File: config.mk
export PLATFORM = sky130hd
export DESIGN_NAME = tcw_rem_unit
export DESIGN_NICKNAME = d
export VERILOG_FILES = /design/src/hdl/tcw_pkg.sv /design/src/hdl/tcw_rem_unit.sv
export SDC_FILE = /design/constraint.sdc
export NUM_CORES = 1
export LEC_CHECK = 0
export BUFFER_PORTS_ARGS = -buffer_cell sky130_fd_sc_hd__buf_4
export CAP_MARGIN = 20
export CORE_MARGIN = 5
export CORE_UTILIZATION = 60
export DETAILED_ROUTE_END_ITERATION = 8
export PLACE_DENSITY_LB_ADDON = 0.12
export SETUP_SLACK_MARGIN = 0.2
export SLEW_MARGIN = 20
export SYNTH_ARGS = -nofsm -noshare
export SYNTH_HDL_FRONTEND = slang
export SYNTH_SLANG_ARGS = --single-unit
export TNS_END_PERCENT = 50
File: constraint.sdc
create_clock -name clock -period 6.65 [get_ports clock]
set_input_delay 0.9975 -clock clock [delete_from_list [all_inputs] [get_ports clock]]
set_output_delay 0.9975 -clock clock [all_outputs]
set_load 0.02 [all_outputs]
File: src/hdl/tcw_pkg.sv
`timescale 1ns / 1ps
// ----------------------------------------------------------------------------
// tcw_pkg: shared types and constants of the text console writer
// Field widths, command and character codes, register indexes and the
// sequencer state type.
// ----------------------------------------------------------------------------
package tcw_pkg;

   // field widths
   localparam int CMD_W      = 2;
   localparam int CHAR_W     = 8;
   localparam int CUR_W      = 12;
   localparam int CELL_W     = 16;
   localparam int ATTR_W     = 8;
   localparam int COLS_W     = 8;
   localparam int ROWS_W     = 6;
   localparam int CSR_IDX_W  = 2;
   localparam int CSR_DATA_W = 8;

   // remainder unit: one bit of the cursor per step
   localparam int DIV_STEPS  = CUR_W;
   localparam int DIV_CNT_W  = 4;

   // commands
   localparam logic [CMD_W-1:0] CMD_OUTPUT = 2'd0;
   localparam logic [CMD_W-1:0] CMD_ECHO   = 2'd1;
   localparam logic [CMD_W-1:0] CMD_READ   = 2'd2;

   // character codes
   localparam logic [CHAR_W-1:0] CH_NUL   = 8'h00;
   localparam logic [CHAR_W-1:0] CH_BS    = 8'h08;
   localparam logic [CHAR_W-1:0] CH_TAB   = 8'h09;
   localparam logic [CHAR_W-1:0] CH_LF    = 8'h0A;
   localparam logic [CHAR_W-1:0] CH_CR    = 8'h0D;
   localparam logic [CHAR_W-1:0] CH_SPACE = 8'h20;

   // register indexes
   localparam logic [CSR_IDX_W-1:0] CSR_ATTRIBUTE = 2'd0;
   localparam logic [CSR_IDX_W-1:0] CSR_COLUMNS   = 2'd1;
   localparam logic [CSR_IDX_W-1:0] CSR_ROWS      = 2'd2;

   // register reset values
   localparam logic [ATTR_W-1:0] ATTR_RESET = 8'h07;
   localparam logic [COLS_W-1:0] COLS_RESET = 8'd80;
   localparam logic [ROWS_W-1:0] ROWS_RESET = 6'd25;

   localparam logic [CUR_W-1:0] LINE_MAX = 12'hFFF;

   typedef enum logic [3:0] {
      ST_CLEAR,
      ST_IDLE,
      ST_DECODE,
      ST_DIV_WAIT,
      ST_READ_DATA,
      ST_SCROLL_CHECK,
      ST_SCROLL_RD,
      ST_SCROLL_WR,
      ST_FINISH
   } state_type;

   typedef enum logic [2:0] {
      OP_NONE,
      OP_READ,
      OP_NEWLINE,
      OP_RETURN,
      OP_TAB,
      OP_WRITE
   } op_type;

endpackage

File: src/hdl/tcw_rem_unit.sv
`timescale 1ns / 1ps
// ----------------------------------------------------------------------------
// tcw_rem_unit: iterative remainder unit
// Restoring division of a 12-bit value, one bit per cycle; a value already
// below the divisor is taken as the remainder without iterating.
// ----------------------------------------------------------------------------
module tcw_rem_unit #(
   parameter int DV_W = 8
) (
   input  logic                      clock,
   input  logic                      reset,
   input  logic                      start,
   input  logic [tcw_pkg::CUR_W-1:0] dividend,
   input  logic [DV_W-1:0]           divisor,
   output logic                      done,
   output logic [DV_W-1:0]           rem
);

   localparam int CW = (DV_W > tcw_pkg::CUR_W) ? DV_W : tcw_pkg::CUR_W;

   logic                          busy_ff;
   logic                          done_ff;
   logic [tcw_pkg::DIV_CNT_W-1:0] cnt_ff;
   logic [tcw_pkg::CUR_W-1:0]     dvd_ff;
   logic [DV_W-1:0]               dvs_ff;
   logic [DV_W-1:0]               rem_ff;

   logic [DV_W:0] trial;
   logic [DV_W:0] diff;
   logic          fits;
   logic [CW-1:0] dvd_ext;
   logic          below;

   assign dvd_ext = CW'(dividend);
   assign below   = dvd_ext < CW'(divisor);
   assign trial   = {rem_ff, dvd_ff[tcw_pkg::CUR_W-1]};
   assign diff    = trial - {1'b0, dvs_ff};
   assign fits    = trial >= {1'b0, dvs_ff};

   always_ff @(posedge clock) begin
      if (reset) begin
         busy_ff <= 1'b0;
         done_ff <= 1'b0;
         cnt_ff  <= '0;
      end else begin
         done_ff <= 1'b0;
         if (start) begin
            if (below) begin
               rem_ff  <= dvd_ext[DV_W-1:0];
               done_ff <= 1'b1;
               busy_ff <= 1'b0;
            end else begin
               rem_ff  <= '0;
               dvd_ff  <= dividend;
               dvs_ff  <= divisor;
               cnt_ff  <= tcw_pkg::DIV_CNT_W'(tcw_pkg::DIV_STEPS);
               busy_ff <= 1'b1;
            end
         end else if (busy_ff) begin
            rem_ff <= fits ? diff[DV_W-1:0] : trial[DV_W-1:0];
            dvd_ff <= {dvd_ff[tcw_pkg::CUR_W-2:0], 1'b0};
            cnt_ff <= cnt_ff - 1'b1;
            if (cnt_ff == tcw_pkg::DIV_CNT_W'(1)) begin
               busy_ff <= 1'b0;
               done_ff <= 1'b1;
            end
         end
      end
   end

   assign done = done_ff;
   assign rem  = rem_ff;

endmodule

==> flow_results.org <==
** Final layout
- Area Overhead vs Synth :: 17.8%
- Commonest cells after routing, fill and taps aside :: 31 x buf_4, 28 x edfxtp_1, 24 x inv_1
- Of the cells placed in the final design, the portion with a size suffix greater than 1 is 24.8%.
- After filler insertion, the fill cell instance count of the layout stands at 271.
- Leading cell type in the layout, fill and taps excluded :: buf_4
- After the last flow step, the layout net total stands at 274.
- Number of inserted diodes :: 0

** CTS
- After clock tree synthesis, the clock-pin slew on the worst setup and hold paths is 70 ps.
- CTS built an H-tree with a depth of 2.
- The tree built by TritonCTS fans out to 34 sinks.
- Postcts setup bufs :: 0
- In this run the clock root is driven by a clkbuf_8.
- Number of hold buffers added after CTS :: 0
- Counting along the longest clock path gives a buffer depth of 2.
- Clock latency at the later pin of the worst-skew pair :: 290 ps
- TritonCTS clock tree :: done
- Count of instances resized after the clock tree is built :: 0
- Clock tree synthesis inserted a total of 5 buffers.

** STA
- Hold Fails Final Rpt :: 0
- After layout, the worst path uses 47.9% of the clock period.
- Total setup violations reported at the end of the flow :: 0
- The clock period could shrink to 3190 ps.
- The final max-slew violation count is 0.
- The clock arrives with 9.71 ps of skew.
- Setup total negative slack on the finished layout was measured at 0 ps.
- Slew of the pin with the lowest slew margin :: 1070 ps
- In this run the tightest slew margin relative to its limit is 28.3%.
- RSZ-0062 raised after global routing :: no
- Fmax :: 314 MHz

** Worst setup path
- Logic depth of the worst register-to-register path :: 5
- Critical register-to-register path startpoint :: rem[5]$_DFFE_PP_
- Count of buffer and inverter cells on the critical path :: 1
- The largest single stage delay on the critical path is 830 ps.
- R2R Path End :: rem[4]$_DFFE_PP_
- Sequence of cells on the critical path :: buf_4 -> ha_1 -> nand2_1 -> nor2_1 -> o211ai_1 -> and2_1 -> nor3_1
- The largest individual stage delay along the critical path comes from the cell nor3_1.
- Endpoint kind of the worst setup timing path :: flop
- Following the worst setup path forward leads to its endpoint at dvs_ff[7]$_DFFE_PP_.
- Arrival time of data at the critical path endpoint :: 3100 ps
- Type of element launching the critical path :: input port
- Setup slack of the worst register-to-register path :: 4170 ps
- At the worst endpoint, the required time is 6560 ps.
- Cell family with most CP delay :: simple AND/OR/NAND/NOR gates
- In this run the number of cells on the critical path is 7.
- Critical path class :: in -> reg
- The most critical setup path has its startpoint at dividend[7].
- Largest fanout on the critical path :: 8

** Routing
- Starting DRC count in detailed routing :: 61
- Number of nets with antenna violations after detailed routing :: 0
- In the routed design, unresolved DRC markers number 0.
- Detailed routing inserted a total of 1704 vias.
- Final routed wirelength across all metal layers :: 5000 um
- First-pass iteration count of the detailed router :: 4
- Average via count per standard cell :: 6.04
- Final routed wire length divided by cell count :: 17.7 um

** Global route
- Antenna violations before repair :: 0
- Entering global routing, the biggest net connects 31 pins.
- The via count of the first global-routing pass is 1795.
- Global-route usage over all layers :: 21.5%
- The first global-routing pass estimated 8340 um of wire.
- Total congestion overflow after global routing :: 0

** Floorplanning
- Core area :: 0.00361 mm2
- From bottom edge to top edge, the die measures 70.5 um.
- The die is 70.5 um wide.
- Number of top-level pins :: 32
- Initial standard-cell utilization of the core :: 60.8%
- Cell row count :: 22
- Die Area :: 0.00496 mm2

** Yosys
- When the netlist entered floorplanning its net count stood at 241.
- Per-instance average area after synthesis :: 11.0 um2
- Yosys reg bits :: 34
- Number of synthesis warnings :: 0
- The share of the Yosys chip area taken by registers is 43.8%.
- Post-synthesis cell type count :: 52
- The synthesized design contains 28 enable-type register cells.
- Number of standard cells after synthesis :: 200
- Most used flip-flop cell after synthesis :: edfxtp_1
- Proportion of synthesized flip-flops having asynchronous set or reset :: 0%
- The synthesized netlist occupies a cell area of 0.00219 mm2.

** Power and ir drop
- The clock network burns 35.9% of the power.
- Maximum vdd drop :: 0.182 mV
- Total power divided by cell area :: 248 mW/mm2
- In this run the static leakage power is 1.07 nW.
- Net switching is 27.2% of the power.
- Power Internal :: 0.000467 W
- Summing internal, switching and leakage power gives 0.000641 W.
- Sequential cells burn 40.5% of the power.
- Gate power share :: 23.5%
- Summed over all nets, the switching power comes to 0.000174 W.

** Placement
- The count of buffers added on input and output ports is 31.
- Once detailed placement completed, the half-perimeter wirelength came to 3840 um.
- RD Place Congestion :: 0.803

** Status
- Run status :: finished, final reports clean

** Min path
- The path class of the tightest hold or removal check is reg -> reg.

** Flow run
- The tool flagged a number of max-cap violations equal to 0.
[registers in the layout, summed over array words and instances, names as in the netlist]
register	count
dvd_ff	12
rem	8
dvs_ff	8
cnt_ff	4
done	1
busy_ff	1
[cells by family after synthesis]
| group | count (synthesis) | share of synthesized area [%] |
|---|---|---|
| AOI/OAI and AO/OA | 59 | 20.9 |
| xor gates and xnor gates | 3 | 1.20 |
| adders and majority gates | 18 | 10.6 |
| buffers and inverters | 30 | 6.27 |
| DFF | 34 | 43.8 |
| muxes | 11 | 5.65 |
| and+or+nand+nor | 45 | 11.5 |
[metrics by stage]
stage	setup slack [ps]	cells	hold WS, ps	utilization, %	area, um2
5_1_grt	3290	282	568	71.7	2580
2_1_floorplan	3670	200	479	-	2190
3_3_place_gp	3200	273	495	67.6	2440
3_5_place_dp	3120	273	525	67.6	2440
6_report	3460	282	531	71.7	2580
4_1_cts	3410	281	536	71.4	2580
[tightest hold or removal path, delay by kind of cell (launching register included)]
family | cells | cell delay [ps]
buffers and inverters | 1 | 90
AO/OA/AOI/OAI | 1 | 80
flip-flops | 1 | 310
[how the worst min path moves through the flow]
stage	start	endpoint	slack, ps	depth (start not counted)
5_1_grt	cnt_ff[1]$_SDFFE_PP0P_	cnt_ff[1]$_SDFFE_PP0P_	570	2
3_3_place_gp	cnt_ff[3]$_SDFFE_PP0P_	cnt_ff[3]$_SDFFE_PP0P_	490	1
6_report	cnt_ff[1]$_SDFFE_PP0P_	cnt_ff[1]$_SDFFE_PP0P_	530	2
4_1_cts	cnt_ff[1]$_SDFFE_PP0P_	cnt_ff[1]$_SDFFE_PP0P_	540	2
2_1_floorplan	cnt_ff[3]$_SDFFE_PP0P_	cnt_ff[3]$_SDFFE_PP0P_	480	1
3_5_place_dp	cnt_ff[1]$_SDFFE_PP0P_	cnt_ff[1]$_SDFFE_PP0P_	530	2
[cells in the mapped netlist (2+ instances only)]
| master | instances | area share, % |
|---|---|---|
| nand2b_1 | 2 | 0.57 |
| and4_1 | 2 | 0.80 |
| a221oi_1 | 2 | 0.80 |
| buf_2 | 2 | 0.46 |
| a2111o_1 | 2 | 1.0 |
| o311ai_0 | 3 | 1.2 |
| and2_1 | 3 | 0.86 |
| o21ai_1 | 5 | 1.1 |
| mux2_2 | 11 | 5.6 |
| nor3_1 | 4 | 0.91 |
| nand2_1 | 3 | 0.51 |
| a211o_1 | 2 | 0.80 |
| xnor2_1 | 3 | 1.2 |
| nand3_1 | 4 | 0.91 |
| nor2_1 | 11 | 1.9 |
| a211oi_1 | 4 | 1.4 |
| inv_1 | 24 | 4.1 |
| nor3b_1 | 3 | 1.0 |
| dfxtp_1 | 6 | 5.5 |
| nor2b_1 | 3 | 0.86 |
| edfxtp_1 | 28 | 38 |
| nor4b_1 | 2 | 0.80 |
| o21a_1 | 2 | 0.68 |
| o211ai_1 | 3 | 1.0 |
| a31oi_1 | 11 | 3.1 |
| ha_1 | 17 | 9.7 |
| a311o_1 | 2 | 0.91 |
| a21oi_1 | 9 | 2.1 |
| a311oi_1 | 2 | 0.80 |
| a21o_1 | 2 | 0.68 |
| or2_1 | 2 | 0.57 |
[layout make-up]
type	count	area (um2)	area share (%)
multi-input combinational	136	1090	42.4
sequential	34	961	37.2
timing repair buffer	32	240	9.30
tap	48	60.1	2.32
clock buffer	5	68.8	2.66
clock inverter	3	68.8	2.66
inverter	24	90.1	3.49
[power by group through the flow]
| stage | sequential [W] | combinational, W | clock (W) |
|---|---|---|---|
| 6_report | 0.000260 | 0.000151 | 0.000230 |
| 5_1_grt | 0.000261 | 0.000166 | 0.000242 |
| 4_1_cts | 0.000260 | 0.000149 | 0.000230 |
| 3_5_place_dp | 0.000264 | 0.000148 | 0 |
| 3_3_place_gp | 0.000264 | 0.000142 | 0 |
| 2_1_floorplan | 0.000267 | 0.000103 | 0 |
[routing by layer]
| metal | track usage (%) | routed length, um |
|---|---|---|
| met1 | 23.4 | 2080 |
| met2 | 37.3 | 2560 |
| met3 | 5.76 | 212 |
| met4 | 11.7 | 140 |
| met5 | 0 | 0 |
(Power assumes the default switching activity.)
